## config.mk

```make
export PLATFORM = sky130hd
export DESIGN_NAME = eeg_headset_packet_parser
export DESIGN_NICKNAME = d
export VERILOG_FILES = /design/src/design/ehpp_pkg.sv /design/src/design/ehpp_ram.sv /design/src/design/ehpp_cmd_queue.sv /design/src/design/ehpp_front.sv /design/src/design/ehpp_back.sv /design/src/design/eeg_headset_packet_parser.sv
export VERILOG_INCLUDE_DIRS = /design/src /design/src/design
export SDC_FILE = /design/constraint.sdc
export NUM_CORES = 1
export LEC_CHECK = 0
export BUFFER_PORTS_ARGS = -buffer_cell sky130_fd_sc_hd__buf_2
export CORE_MARGIN = 2
export CORE_UTILIZATION = 60
export DETAILED_ROUTE_END_ITERATION = 6
export PLACE_DENSITY = 0.76
export SYNTH_ARGS = -nofsm -noshare
export SYNTH_HDL_FRONTEND = slang
export SYNTH_SLANG_ARGS = --single-unit
```

## constraint.sdc

```tcl
create_clock -name clk -period 3.8 [get_ports clk]
set_input_delay 0.38 -clock clk [delete_from_list [all_inputs] [get_ports clk]]
set_output_delay 0.38 -clock clk [all_outputs]
set_load 0.02 [all_outputs]
```

## src/design/eeg_headset_packet_parser_macros.svh

```systemverilog
// ---------------------------------------------------------------------------
// eeg headset packet parser assertion macros
// shared property wrappers, compiled out for synthesis
// ---------------------------------------------------------------------------
`ifndef EEG_HEADSET_PACKET_PARSER_MACROS_SVH
`define EEG_HEADSET_PACKET_PARSER_MACROS_SVH

`ifndef SYNTHESIS

// same-cycle implication
`define EHPP_ASSERT_IMPL(lbl, ck, rn, ante, cons) \
    lbl: assert property (@(posedge ck) disable iff (!rn) (ante) |-> (cons)) \
        else $error("ehpp assertion failed");

// next-cycle implication
`define EHPP_ASSERT_NEXT(lbl, ck, rn, ante, cons) \
    lbl: assert property (@(posedge ck) disable iff (!rn) (ante) |=> (cons)) \
        else $error("ehpp assertion failed");

`else

`define EHPP_ASSERT_IMPL(lbl, ck, rn, ante, cons)
`define EHPP_ASSERT_NEXT(lbl, ck, rn, ante, cons)

`endif

`endif

```

## src/design/ehpp_pkg.sv

```systemverilog
// ---------------------------------------------------------------------------
// ehpp_pkg
// shared constants, codes and types of the eeg headset packet parser
// ---------------------------------------------------------------------------
package ehpp_pkg;

    localparam int MAX_PAYLOAD = 32;
    localparam int AW          = $clog2(MAX_PAYLOAD);
    localparam int IDX_W       = $clog2(MAX_PAYLOAD + 1);
    localparam int BAND_COUNT  = 8;
    localparam int BAND_W      = $clog2(BAND_COUNT);
    // length byte and three bytes per band, after the code byte
    localparam int POWER_SPAN  = 1 + 3 * BAND_COUNT;
    localparam int CHK_W       = $clog2(MAX_PAYLOAD + POWER_SPAN + 1);
    localparam int QUEUE_DEPTH = 4;
    localparam int QPTR_W      = $clog2(QUEUE_DEPTH);

    localparam logic [7:0] MAX_LEN         = 8'(MAX_PAYLOAD);
    localparam logic [7:0] SYNC_BYTE       = 8'd170;
    localparam logic [7:0] SUM_BASE        = 8'd255;
    localparam logic [7:0] CODE_QUALITY    = 8'd2;
    localparam logic [7:0] CODE_ATTENTION  = 8'd4;
    localparam logic [7:0] CODE_MEDITATION = 8'd5;
    localparam logic [7:0] CODE_POWER      = 8'd131;
    localparam logic [7:0] QUALITY_RESET   = 8'd200;

    typedef enum logic [2:0] {
        STAT_IDLE      = 3'd0,
        STAT_OK        = 3'd1,
        STAT_TOO_LONG  = 3'd2,
        STAT_BAD_SUM   = 3'd3,
        STAT_PARSE_ERR = 3'd4
    } status_t;

    // one queued command from the front end
    typedef struct packed {
        logic              decode;
        status_t           status;
        logic [IDX_W-1:0]  len;
        logic [31:0]       stamp;
    } cmd_t;

    // one result transaction
    typedef struct packed {
        status_t           status;
        logic [7:0]        signal_quality;
        logic [7:0]        attention;
        logic [7:0]        meditation;
        logic              has_power;
        logic [BAND_W-1:0] band_index;
        logic [23:0]       band_power;
        logic [31:0]       packet_time;
        logic              last;
    } res_t;

endpackage

```

## src/design/ehpp_ram.sv

```systemverilog
// ---------------------------------------------------------------------------
// ehpp_ram
// generic single write port, single read port ram with registered read
// ---------------------------------------------------------------------------
module ehpp_ram #(
    parameter int WIDTH = 8,
    parameter int DEPTH = 32
) (
    input  logic                     clk,
    input  logic                     we,
    input  logic [$clog2(DEPTH)-1:0] waddr,
    input  logic [WIDTH-1:0]         wdata,
    input  logic                     re,
    input  logic [$clog2(DEPTH)-1:0] raddr,
    output logic [WIDTH-1:0]         rdata
);

    logic [WIDTH-1:0] mem [DEPTH];
    logic [WIDTH-1:0] rdata_reg;

    always_ff @(posedge clk)
    begin
        if (we)
        begin
            mem[waddr] <= wdata;
        end
        if (re)
        begin
            rdata_reg <= mem[raddr];
        end
    end

    assign rdata = rdata_reg;

endmodule

```

## src/design/ehpp_cmd_queue.sv

```systemverilog
// ---------------------------------------------------------------------------
// ehpp_cmd_queue
// short command queue between the front end and the decode back end
// ---------------------------------------------------------------------------
module ehpp_cmd_queue (
    input  logic           clk,
    input  logic           rst_n,
    input  logic           push,
    input  ehpp_pkg::cmd_t cmd_in,
    output logic           full,
    input  logic           pop,
    output ehpp_pkg::cmd_t cmd_out,
    output logic           empty
);
    import ehpp_pkg::*;

    cmd_t              slot_reg [QUEUE_DEPTH];
    logic [QPTR_W-1:0] wptr_reg, wptr_next;
    logic [QPTR_W-1:0] rptr_reg, rptr_next;
    logic [QPTR_W:0]   cnt_reg, cnt_next;
    logic              do_push, do_pop;

    assign full    = (cnt_reg == (QPTR_W + 1)'(QUEUE_DEPTH));
    assign empty   = (cnt_reg == '0);
    assign do_push = push && !full;
    assign do_pop  = pop && !empty;
    assign cmd_out = slot_reg[rptr_reg];

    always_comb
    begin
        wptr_next = wptr_reg;
        rptr_next = rptr_reg;
        cnt_next  = cnt_reg;
        if (do_push)
        begin
            wptr_next = (wptr_reg == QPTR_W'(QUEUE_DEPTH - 1)) ? '0 : wptr_reg + 1'b1;
        end
        if (do_pop)
        begin
            rptr_next = (rptr_reg == QPTR_W'(QUEUE_DEPTH - 1)) ? '0 : rptr_reg + 1'b1;
        end
        if (do_push && !do_pop)
        begin
            cnt_next = cnt_reg + 1'b1;
        end
        else if (do_pop && !do_push)
        begin
            cnt_next = cnt_reg - 1'b1;
        end
    end

    always_ff @(posedge clk or negedge rst_n)
    begin
        if (!rst_n)
        begin
            wptr_reg <= '0;
            rptr_reg <= '0;
            cnt_reg  <= '0;
        end
        else
        begin
            wptr_reg <= wptr_next;
            rptr_reg <= rptr_next;
            cnt_reg  <= cnt_next;
        end
    end

    always_ff @(posedge clk)
    begin
        if (do_push)
        begin
            slot_reg[wptr_reg] <= cmd_in;
        end
    end

endmodule

```

## src/design/ehpp_front.sv

```systemverilog
// ---------------------------------------------------------------------------
// ehpp_front
// byte framing: sync detection, length check, payload capture, checksum
// ---------------------------------------------------------------------------
`include "eeg_headset_packet_parser_macros.svh"

module ehpp_front (
    input  logic                   clk,
    input  logic                   rst_n,
    input  logic                   push,
    output logic                   full,
    input  logic [7:0]             data_byte,
    input  logic [31:0]            timestamp,
    output logic                   q_push,
    output ehpp_pkg::cmd_t         q_cmd,
    input  logic                   q_full,
    output logic                   ram_we,
    output logic [ehpp_pkg::AW-1:0] ram_waddr,
    output logic [7:0]             ram_wdata,
    input  logic                   decode_done
);
    import ehpp_pkg::*;

    logic       in_pkt_reg, in_pkt_next;
    logic [7:0] pos_reg, pos_next;
    logic [7:0] len_reg, len_next;
    logic [7:0] sum_reg, sum_next;
    logic [7:0] prev_reg, prev_next;
    logic       wait_reg, wait_next;
    logic       accept;
    logic       dec;
    status_t    st;

    // payload store must not change while the back end walks it
    assign full   = wait_reg || q_full;
    assign accept = push && !full;

    always_comb
    begin
        in_pkt_next = in_pkt_reg;
        pos_next    = pos_reg;
        len_next    = len_reg;
        sum_next    = sum_reg;
        prev_next   = prev_reg;
        st          = STAT_IDLE;
        dec         = 1'b0;
        ram_we      = 1'b0;
        if (accept)
        begin
            if (in_pkt_reg)
            begin
                if (pos_reg == '0)
                begin
                    len_next = data_byte;
                    if (data_byte > MAX_LEN)
                    begin
                        st          = STAT_TOO_LONG;
                        in_pkt_next = 1'b0;
                    end
                end
                else if (pos_reg <= len_reg)
                begin
                    ram_we   = 1'b1;
                    sum_next = sum_reg + data_byte;
                end
                else
                begin
                    if (data_byte == (SUM_BASE - sum_reg))
                    begin
                        dec = 1'b1;
                    end
                    else
                    begin
                        st = STAT_BAD_SUM;
                    end
                    in_pkt_next = 1'b0;
                end
                pos_next = pos_reg + 8'd1;
            end
            if (data_byte == SYNC_BYTE && prev_reg == SYNC_BYTE && !in_pkt_next)
            begin
                in_pkt_next = 1'b1;
                pos_next    = '0;
                len_next    = '0;
                sum_next    = '0;
            end
            prev_next = data_byte;
        end
    end

    always_comb
    begin
        wait_next = wait_reg;
        if (decode_done)
        begin
            wait_next = 1'b0;
        end
        if (accept && dec)
        begin
            wait_next = 1'b1;
        end
    end

    assign ram_waddr    = AW'(pos_reg - 8'd1);
    assign ram_wdata    = data_byte;
    assign q_push       = accept;
    assign q_cmd.decode = dec;
    assign q_cmd.status = st;
    assign q_cmd.len    = IDX_W'(len_reg);
    assign q_cmd.stamp  = timestamp;

    always_ff @(posedge clk or negedge rst_n)
    begin
        if (!rst_n)
        begin
            in_pkt_reg <= 1'b0;
            pos_reg    <= '0;
            len_reg    <= '0;
            sum_reg    <= '0;
            prev_reg   <= '0;
            wait_reg   <= 1'b0;
        end
        else
        begin
            in_pkt_reg <= in_pkt_next;
            pos_reg    <= pos_next;
            len_reg    <= len_next;
            sum_reg    <= sum_next;
            prev_reg   <= prev_next;
            wait_reg   <= wait_next;
        end
    end

    `EHPP_ASSERT_IMPL(a_no_write_in_decode, clk, rst_n, ram_we, !wait_reg)
    `EHPP_ASSERT_NEXT(a_decode_holds_input, clk, rst_n, accept && dec, wait_reg && full)
    `EHPP_ASSERT_IMPL(a_write_inside_len, clk, rst_n, ram_we, in_pkt_reg && (len_reg <= MAX_LEN))

endmodule

```

## src/design/ehpp_back.sv

```systemverilog
// ---------------------------------------------------------------------------
// ehpp_back
// payload walk, value registers, band powers and result emission
// ---------------------------------------------------------------------------
`include "eeg_headset_packet_parser_macros.svh"

module ehpp_back (
    input  logic                    clk,
    input  logic                    rst_n,
    input  logic                    q_empty,
    input  ehpp_pkg::cmd_t          q_cmd,
    output logic                    q_pop,
    output logic                    ram_re,
    output logic [ehpp_pkg::AW-1:0] ram_raddr,
    input  logic [7:0]              ram_rdata,
    output logic                    decode_done,
    input  logic                    pop,
    output logic                    empty,
    output ehpp_pkg::res_t          out_res
);
    import ehpp_pkg::*;

    typedef enum logic [1:0] {S_IDLE, S_RUN, S_EMIT, S_ERR} state_t;
    typedef enum logic [1:0] {C_CODE, C_VAL, C_PLEN, C_PWR} walk_t;

    state_t            state_reg, state_next;
    walk_t             walk_reg, walk_next;
    logic [7:0]        sel_reg, sel_next;
    logic [IDX_W-1:0]  len_reg, len_next;
    logic [IDX_W-1:0]  iss_reg, iss_next;
    logic [IDX_W-1:0]  cidx_reg, cidx_next;
    logic              dv_reg, dv_next;
    logic [BAND_W-1:0] band_reg, band_next;
    logic [1:0]        sub_reg, sub_next;
    logic [15:0]       acc_reg, acc_next;
    logic [BAND_W-1:0] emit_reg, emit_next;
    logic [7:0]        qual_reg, qual_next;
    logic [7:0]        att_reg, att_next;
    logic [7:0]        med_reg, med_next;
    logic              pseen_reg, pseen_next;
    logic [23:0]       bands_reg [BAND_COUNT];
    logic [23:0]       bands_next [BAND_COUNT];
    logic [31:0]       time_reg, time_next;
    logic              out_valid_reg, out_valid_next;
    res_t              out_res_reg, out_res_next;
    logic              slot_free;
    logic [7:0]        d;

    assign slot_free = !out_valid_reg || pop;
    assign d         = ram_rdata;
    assign ram_re    = (state_reg == S_RUN) && (iss_reg < len_reg);
    assign ram_raddr = AW'(iss_reg);
    assign empty     = !out_valid_reg;
    assign out_res   = out_res_reg;

    always_comb
    begin
        state_next     = state_reg;
        walk_next      = walk_reg;
        sel_next       = sel_reg;
        len_next       = len_reg;
        iss_next       = iss_reg;
        cidx_next      = cidx_reg;
        dv_next        = ram_re;
        band_next      = band_reg;
        sub_next       = sub_reg;
        acc_next       = acc_reg;
        emit_next      = emit_reg;
        qual_next      = qual_reg;
        att_next       = att_reg;
        med_next       = med_reg;
        pseen_next     = pseen_reg;
        bands_next     = bands_reg;
        time_next      = time_reg;
        out_valid_next = out_valid_reg && !pop;
        out_res_next   = out_res_reg;
        q_pop          = 1'b0;
        decode_done    = 1'b0;

        // common result fields
        out_res_next.signal_quality = out_res_reg.signal_quality;

        if (ram_re)
        begin
            iss_next = iss_reg + 1'b1;
        end

        unique case (state_reg)
            S_IDLE:
            begin
                if (!q_empty)
                begin
                    if (q_cmd.decode)
                    begin
                        q_pop      = 1'b1;
                        state_next = S_RUN;
                        walk_next  = C_CODE;
                        len_next   = q_cmd.len;
                        iss_next   = '0;
                        cidx_next  = '0;
                        time_next  = q_cmd.stamp;
                        pseen_next = 1'b0;
                        for (int b = 0; b < BAND_COUNT; b++)
                        begin
                            bands_next[b] = '0;
                        end
                    end
                    else if (slot_free)
                    begin
                        q_pop                       = 1'b1;
                        out_valid_next              = 1'b1;
                        out_res_next.status         = q_cmd.status;
                        out_res_next.signal_quality = qual_reg;
                        out_res_next.attention      = att_reg;
                        out_res_next.meditation     = med_reg;
                        out_res_next.has_power      = pseen_reg;
                        out_res_next.band_index     = '0;
                        out_res_next.band_power     = '0;
                        out_res_next.packet_time    = time_reg;
                        out_res_next.last           = 1'b1;
                    end
                end
            end

            S_RUN:
            begin
                if (walk_reg == C_CODE && cidx_reg == len_reg)
                begin
                    state_next = S_EMIT;
                    emit_next  = '0;
                end
                else if (dv_reg)
                begin
                    cidx_next = cidx_reg + 1'b1;
                    unique case (walk_reg)
                        C_CODE:
                        begin
                            if (d == CODE_QUALITY || d == CODE_ATTENTION ||
                                d == CODE_MEDITATION)
                            begin
                                if (CHK_W'(cidx_reg) + CHK_W'(1) >= CHK_W'(len_reg))
                                begin
                                    state_next = S_ERR;
                                end
                                else
                                begin
                                    sel_next  = d;
                                    walk_next = C_VAL;
                                end
                            end
                            else if (d == CODE_POWER)
                            begin
                                if (CHK_W'(cidx_reg) + CHK_W'(POWER_SPAN) >=
                                    CHK_W'(len_reg))
                                begin
                                    state_next = S_ERR;
                                end
                                else
                                begin
                                    pseen_next = 1'b1;
                                    walk_next  = C_PLEN;
                                end
                            end
                            else
                            begin
                                state_next = S_ERR;
                            end
                        end
                        C_VAL:
                        begin
                            priority if (sel_reg == CODE_QUALITY)
                            begin
                                qual_next = d;
                            end
                            else if (sel_reg == CODE_ATTENTION)
                            begin
                                att_next = d;
                            end
                            else
                            begin
                                med_next = d;
                            end
                            walk_next = C_CODE;
                        end
                        C_PLEN:
                        begin
                            // band length byte is skipped
                            walk_next = C_PWR;
                            band_next = '0;
                            sub_next  = '0;
                        end
                        C_PWR:
                        begin
                            if (sub_reg == 2'd2)
                            begin
                                bands_next[band_reg] = {acc_reg, d};
                                sub_next             = '0;
                                band_next            = band_reg + 1'b1;
                                if (band_reg == BAND_W'(BAND_COUNT - 1))
                                begin
                                    walk_next = C_CODE;
                                end
                            end
                            else
                            begin
                                acc_next = {acc_reg[7:0], d};
                                sub_next = sub_reg + 1'b1;
                            end
                        end
                    endcase
                end
            end

            S_EMIT:
            begin
                if (slot_free)
                begin
                    out_valid_next              = 1'b1;
                    out_res_next.status         = STAT_OK;
                    out_res_next.signal_quality = qual_reg;
                    out_res_next.attention      = att_reg;
                    out_res_next.meditation     = med_reg;
                    out_res_next.has_power      = pseen_reg;
                    out_res_next.band_index     = emit_reg;
                    out_res_next.band_power     = bands_reg[emit_reg];
                    out_res_next.packet_time    = time_reg;
                    out_res_next.last           = (emit_reg == BAND_W'(BAND_COUNT - 1));
                    emit_next                   = emit_reg + 1'b1;
                    if (emit_reg == BAND_W'(BAND_COUNT - 1))
                    begin
                        state_next  = S_IDLE;
                        decode_done = 1'b1;
                    end
                end
            end

            S_ERR:
            begin
                if (slot_free)
                begin
                    out_valid_next              = 1'b1;
                    out_res_next.status         = STAT_PARSE_ERR;
                    out_res_next.signal_quality = qual_reg;
                    out_res_next.attention      = att_reg;
                    out_res_next.meditation     = med_reg;
                    out_res_next.has_power      = pseen_reg;
                    out_res_next.band_index     = '0;
                    out_res_next.band_power     = '0;
                    out_res_next.packet_time    = time_reg;
                    out_res_next.last           = 1'b1;
                    state_next                  = S_IDLE;
                    decode_done                 = 1'b1;
                end
            end
        endcase
    end

    always_ff @(posedge clk or negedge rst_n)
    begin
        if (!rst_n)
        begin
            state_reg     <= S_IDLE;
            walk_reg      <= C_CODE;
            sel_reg       <= '0;
            len_reg       <= '0;
            iss_reg       <= '0;
            cidx_reg      <= '0;
            dv_reg        <= 1'b0;
            band_reg      <= '0;
            sub_reg       <= '0;
            acc_reg       <= '0;
            emit_reg      <= '0;
            qual_reg      <= QUALITY_RESET;
            att_reg       <= '0;
            med_reg       <= '0;
            pseen_reg     <= 1'b0;
            for (int b = 0; b < BAND_COUNT; b++)
            begin
                bands_reg[b] <= '0;
            end
            time_reg      <= '0;
            out_valid_reg <= 1'b0;
            out_res_reg   <= '0;
        end
        else
        begin
            state_reg     <= state_next;
            walk_reg      <= walk_next;
            sel_reg       <= sel_next;
            len_reg       <= len_next;
            iss_reg       <= iss_next;
            cidx_reg      <= cidx_next;
            dv_reg        <= dv_next;
            band_reg      <= band_next;
            sub_reg       <= sub_next;
            acc_reg       <= acc_next;
            emit_reg      <= emit_next;
            qual_reg      <= qual_next;
            att_reg       <= att_next;
            med_reg       <= med_next;
            pseen_reg     <= pseen_next;
            bands_reg     <= bands_next;
            time_reg      <= time_next;
            out_valid_reg <= out_valid_next;
            out_res_reg   <= out_res_next;
        end
    end

    `EHPP_ASSERT_IMPL(a_data_inside_len, clk, rst_n, (state_reg == S_RUN) && dv_reg, cidx_reg < len_reg)
    `EHPP_ASSERT_IMPL(a_issue_bound, clk, rst_n, state_reg == S_RUN, iss_reg <= len_reg)
    `EHPP_ASSERT_IMPL(a_no_pop_busy, clk, rst_n, state_reg != S_IDLE, !q_pop)
    `EHPP_ASSERT_NEXT(a_done_to_idle, clk, rst_n, decode_done, (state_reg == S_IDLE) && out_valid_reg)

endmodule

```

## src/design/eeg_headset_packet_parser.sv

```systemverilog
// ---------------------------------------------------------------------------
// eeg_headset_packet_parser
// serial packet parser for an eeg headset: framing, checksum, payload decode
// ---------------------------------------------------------------------------
// results: one per byte, one per band for a good packet; registered output
// throughput: one byte per cycle while full is low; a good checksum byte
//   holds full through the payload walk on the ram read port and its results
// reset: asynchronous, clears framing and queues, signal quality 200,
//   attention, meditation, band powers and packet time zero
// ---------------------------------------------------------------------------
module eeg_headset_packet_parser (
    input  logic        clk,
    input  logic        rst_n,
    // input queue side
    input  logic        push,
    output logic        full,
    input  logic [7:0]  data_byte,
    input  logic [31:0] timestamp,
    // result queue side
    output logic        empty,
    input  logic        pop,
    output logic [2:0]  status,
    output logic [7:0]  signal_quality,
    output logic [7:0]  attention,
    output logic [7:0]  meditation,
    output logic        has_power,
    output logic [2:0]  band_index,
    output logic [23:0] band_power,
    output logic [31:0] packet_time,
    output logic        last
);
    import ehpp_pkg::*;

    // front end to command queue
    logic          fq_push;
    cmd_t          fq_cmd;
    logic          fq_full;
    // command queue to back end
    cmd_t          bq_cmd;
    logic          bq_pop;
    logic          bq_empty;
    // payload store ports
    logic          ram_we;
    logic [AW-1:0] ram_waddr;
    logic [7:0]    ram_wdata;
    logic          ram_re;
    logic [AW-1:0] ram_raddr;
    logic [7:0]    ram_rdata;
    // back end status
    logic          decode_done;
    res_t          res;

    // framing front end: one byte per transaction, raises full during a decode
    ehpp_front u_front (
        .clk         (clk),
        .rst_n       (rst_n),
        .push        (push),
        .full        (full),
        .data_byte   (data_byte),
        .timestamp   (timestamp),
        .q_push      (fq_push),
        .q_cmd       (fq_cmd),
        .q_full      (fq_full),
        .ram_we      (ram_we),
        .ram_waddr   (ram_waddr),
        .ram_wdata   (ram_wdata),
        .decode_done (decode_done)
    );

    // payload bytes of the packet in flight
    ehpp_ram #(
        .WIDTH (8),
        .DEPTH (MAX_PAYLOAD)
    ) u_payload_ram (
        .clk   (clk),
        .we    (ram_we),
        .waddr (ram_waddr),
        .wdata (ram_wdata),
        .re    (ram_re),
        .raddr (ram_raddr),
        .rdata (ram_rdata)
    );

    // decouples byte intake from result emission
    ehpp_cmd_queue u_cmd_queue (
        .clk     (clk),
        .rst_n   (rst_n),
        .push    (fq_push),
        .cmd_in  (fq_cmd),
        .full    (fq_full),
        .pop     (bq_pop),
        .cmd_out (bq_cmd),
        .empty   (bq_empty)
    );

    // payload walk and output register
    ehpp_back u_back (
        .clk         (clk),
        .rst_n       (rst_n),
        .q_empty     (bq_empty),
        .q_cmd       (bq_cmd),
        .q_pop       (bq_pop),
        .ram_re      (ram_re),
        .ram_raddr   (ram_raddr),
        .ram_rdata   (ram_rdata),
        .decode_done (decode_done),
        .pop         (pop),
        .empty       (empty),
        .out_res     (res)
    );

    // result fields onto their own ports
    assign status         = res.status;
    assign signal_quality = res.signal_quality;
    assign attention      = res.attention;
    assign meditation     = res.meditation;
    assign has_power      = res.has_power;
    assign band_index     = res.band_index;
    assign band_power     = res.band_power;
    assign packet_time    = res.packet_time;
    assign last           = res.last;

endmodule

```

==> metrics.txt <==
Filler cells 3669; startpoint class of the critical path register; Avg WL per Cell 25.4 um; Resized Gates After CTS 0; TNS Setup 0 ps; core box area 0.0579 mm^2; Total GRT Usage 27.8%; number of I/O port buffers 133; simple logic cell fraction of the synthesized area 5.10%; #FFs+latches synth 862; crit path capture type register; R2R Path Start u_front.pos_reg[3]; vias in the first global route 21800; Netlist Area Pre-Place 0.0352 mm^2; Seq/Total Area, Yosys 67.3%; final WL 81.6 mm; commonest register cell after synthesis dfrtp_1; synthesized netlist cell count 2167; top cells by area, synth edfxtp_1 (36%), dfrtp_1 (31%), mux4_2 (11%); Pint 19.5 mW; die width 246 um; number of cell rows 88; Final #Nets 2470; skew final 19.9 ps; fin. max-slew vios 0; Syn Area/Cell 16.3 um^2; leakage 16.0 nW; WP data arrival 3720 ps; Max Cap Violations 0; RSZ-0062 raised after global routing false; max reg flops 256; Starting Density 60.8%; commonest non-fill, non-tap cell in the layout edfxtp_1; CTS tree done; Area growth, synth to finish 14.6%; combinational share of power 26.2%; status finished, final reports clean; layout cells sized above 1 27.2%; largest net degree at the start of global routing 118; Hold Slack 128 ps; Flop pwr share 43.4%; die area 0.0607 mm^2; most frequent cells in the layout edfxtp_1 (428), dfrtp_1 (425), nand2_1 (212), o2bb2ai_1 (192), mux4_2 (169); post-synthesis net count 2260; combinational family with the most area after synthesis multiplexers; htree depth 3; initial antenna violation count 0; Sink Count 862; Max FO, Critical Path 11; CTS Root Cell clkbuf_16; adder-cell share of the synthesized area 1.78%; Die Y 246 um; max_slew headroom 19.2%; P per Cell Area 703 mW/mm^2; overall power 28.4 mW; I/O pin count 134; sequential cell area 0.0237 mm^2; GRT overflow 0; final setup vio count 0; pre-CTS WS 421 ps; async set-or-reset flop fraction in the synthesized netlist 50.3%; xor/xnor share of the synthesized area 0.746%; WS Path Type register to register; Max IR drop VDD 0.000504 V; Layout Utilization 69.7%; vias per std cell 6.36; mux cell area share after synthesis 15.6%; Slew @ Worst Pin 1210 ps; Req. time, crit path 4060 ps; gpl congestion 0.866; Net Sw Frac 31.5%; via count 20400; TritonCTS Buffers 86; share of the synthesized area in the top cell type 36.5%; Final period util 91.1%; EDFF count, synth 428; Worst Hold Launch push; diode count 0; final setup margin 339 ps; Worst setup startpoint u_front.pos_reg[3]; area of the multi-input gates 0.0109 mm^2; Final HPWL DP 48.7 mm; DRT iter0 DRCs 2026; fmax 289 MHz; Hold Path Class input pin to register; post-synthesis compound-gate area fraction 7.71%; CTS clk-pin slew, worst paths 60 ps; Clock power frac 30.5%; DRC 0; clk buf depth 3; first-pass GRT wire length 128 mm; dominant cell type by area after synthesis edfxtp_1; Hold Fails Final Rpt 0; DRT Pass-1 Iters 5; Yosys warnings 0; Final ANT Viol Nets 0; Switch Pwr 8.93 mW; Yosys cell types 66; Period minus WS final 3460 ps; worst-skew pair later-pin latency 640 ps
[worst paths after layout]
path                                             to  slack, ps  cells after the start
min in group asynchronous        u_back.out_res[44]        410                      2
min reg2reg                      u_back.out_res[44]        470                      2
min                              u_front.in_pkt_reg        130                      4
max reg2reg                u_payload_ram.mem[13][5]        340                      7
max                        u_payload_ram.mem[13][5]        340                      7
max in group asynchronous        u_back.emit_reg[0]       2250                      3
[area by class of cell]
class / instances / area share [%]
clock buffer: 129 / 6.31
clock inverter: 30 / 0.877
inverter: 34 / 0.316
multi-input combinational: 1144 / 27.1
sequential: 862 / 58.8
tap: 765 / 2.37
timing repair buffer: 249 / 4.25
[timing repair]
action                                 4_1_cts  5_1_grt
endpoints found under the hold margin      236        0
setup endpoints to repair                    0        0
hold buffers                                33        0
buffers inserted                             0        0
[worst max-delay path, cell delays in order (launching register included)]
cell     delay [ps]
dfrtp_1         570
ha_1            320
and3_1          210
a221o_1         350
a22oi_1         220
and2_0          390
nand2_1         400
nor2_1          630
[kinds of logic (layout without fill, tap and decap cells)]
family / Yosys count / after routing
buf+inv: 161 / 442
xor+xnor: 30 / 30
fa+ha+maj: 49 / 49
simple gates: 394 / 394
compound gates: 351 / 351
mux: 320 / 320
flops: 862 / 862
[power by group through the flow]
stage          combinational [mW]  clock (mW)  sequential (mW)
2_1_floorplan                5.20           0             12.0
3_3_place_gp                 7.19           0             12.4
3_5_place_dp                 7.36           0             12.5
4_1_cts                      7.46        8.73             12.3
5_1_grt                      7.98        9.12             12.5
6_report                     7.42        8.64             12.3
[layer usage]
layer	global-route usage, %	vias up	routed length, um	share of wire [%]
li1	-	8780	-	-
met1	37.8	10700	32600	40
met2	46.2	823	41600	51
met3	4.46	155	5070	6.2
met4	9.76	0	2340	2.9
met5	0	-	0	0
[cell usage after synthesis, types with 3 or more instances]
cell type,count
a211oi_1,8
a21o_1,12
a21oi_1,19
a221oi_1,3
a22o_1,10
a22oi_1,6
a31oi_1,3
a32o_1,4
and2_1,12
and3_1,7
and4_1,3
buf_1,15
buf_2,13
clkbuf_1,98
dfrtp_1,431
dfstp_2,3
edfxtp_1,428
ha_1,47
inv_1,33
mux2_2,118
mux2_4,3
mux2i_1,30
mux4_2,169
nand2_1,212
nand2b_1,10
nand3_1,32
nand3b_1,7
nand4_1,4
nand4b_1,3
nor2_1,59
nor2b_1,9
nor3_1,15
nor4_1,3
o211ai_1,7
o21ai_0,64
o21ai_1,5
o21bai_1,4
o2bb2ai_1,192
or4_1,4
xnor2_1,15
xor2_1,15
[through the flow]
stage | cell area [um^2] | cells
2_1_floorplan | 35200 | 2167
3_3_place_gp | 37100 | 3021
3_5_place_dp | 37100 | 3021
4_1_cts | 40400 | 3213
5_1_grt | 40400 | 3213
6_report | 40400 | 3213
Note: power is estimated with default switching activity, not from simulation.
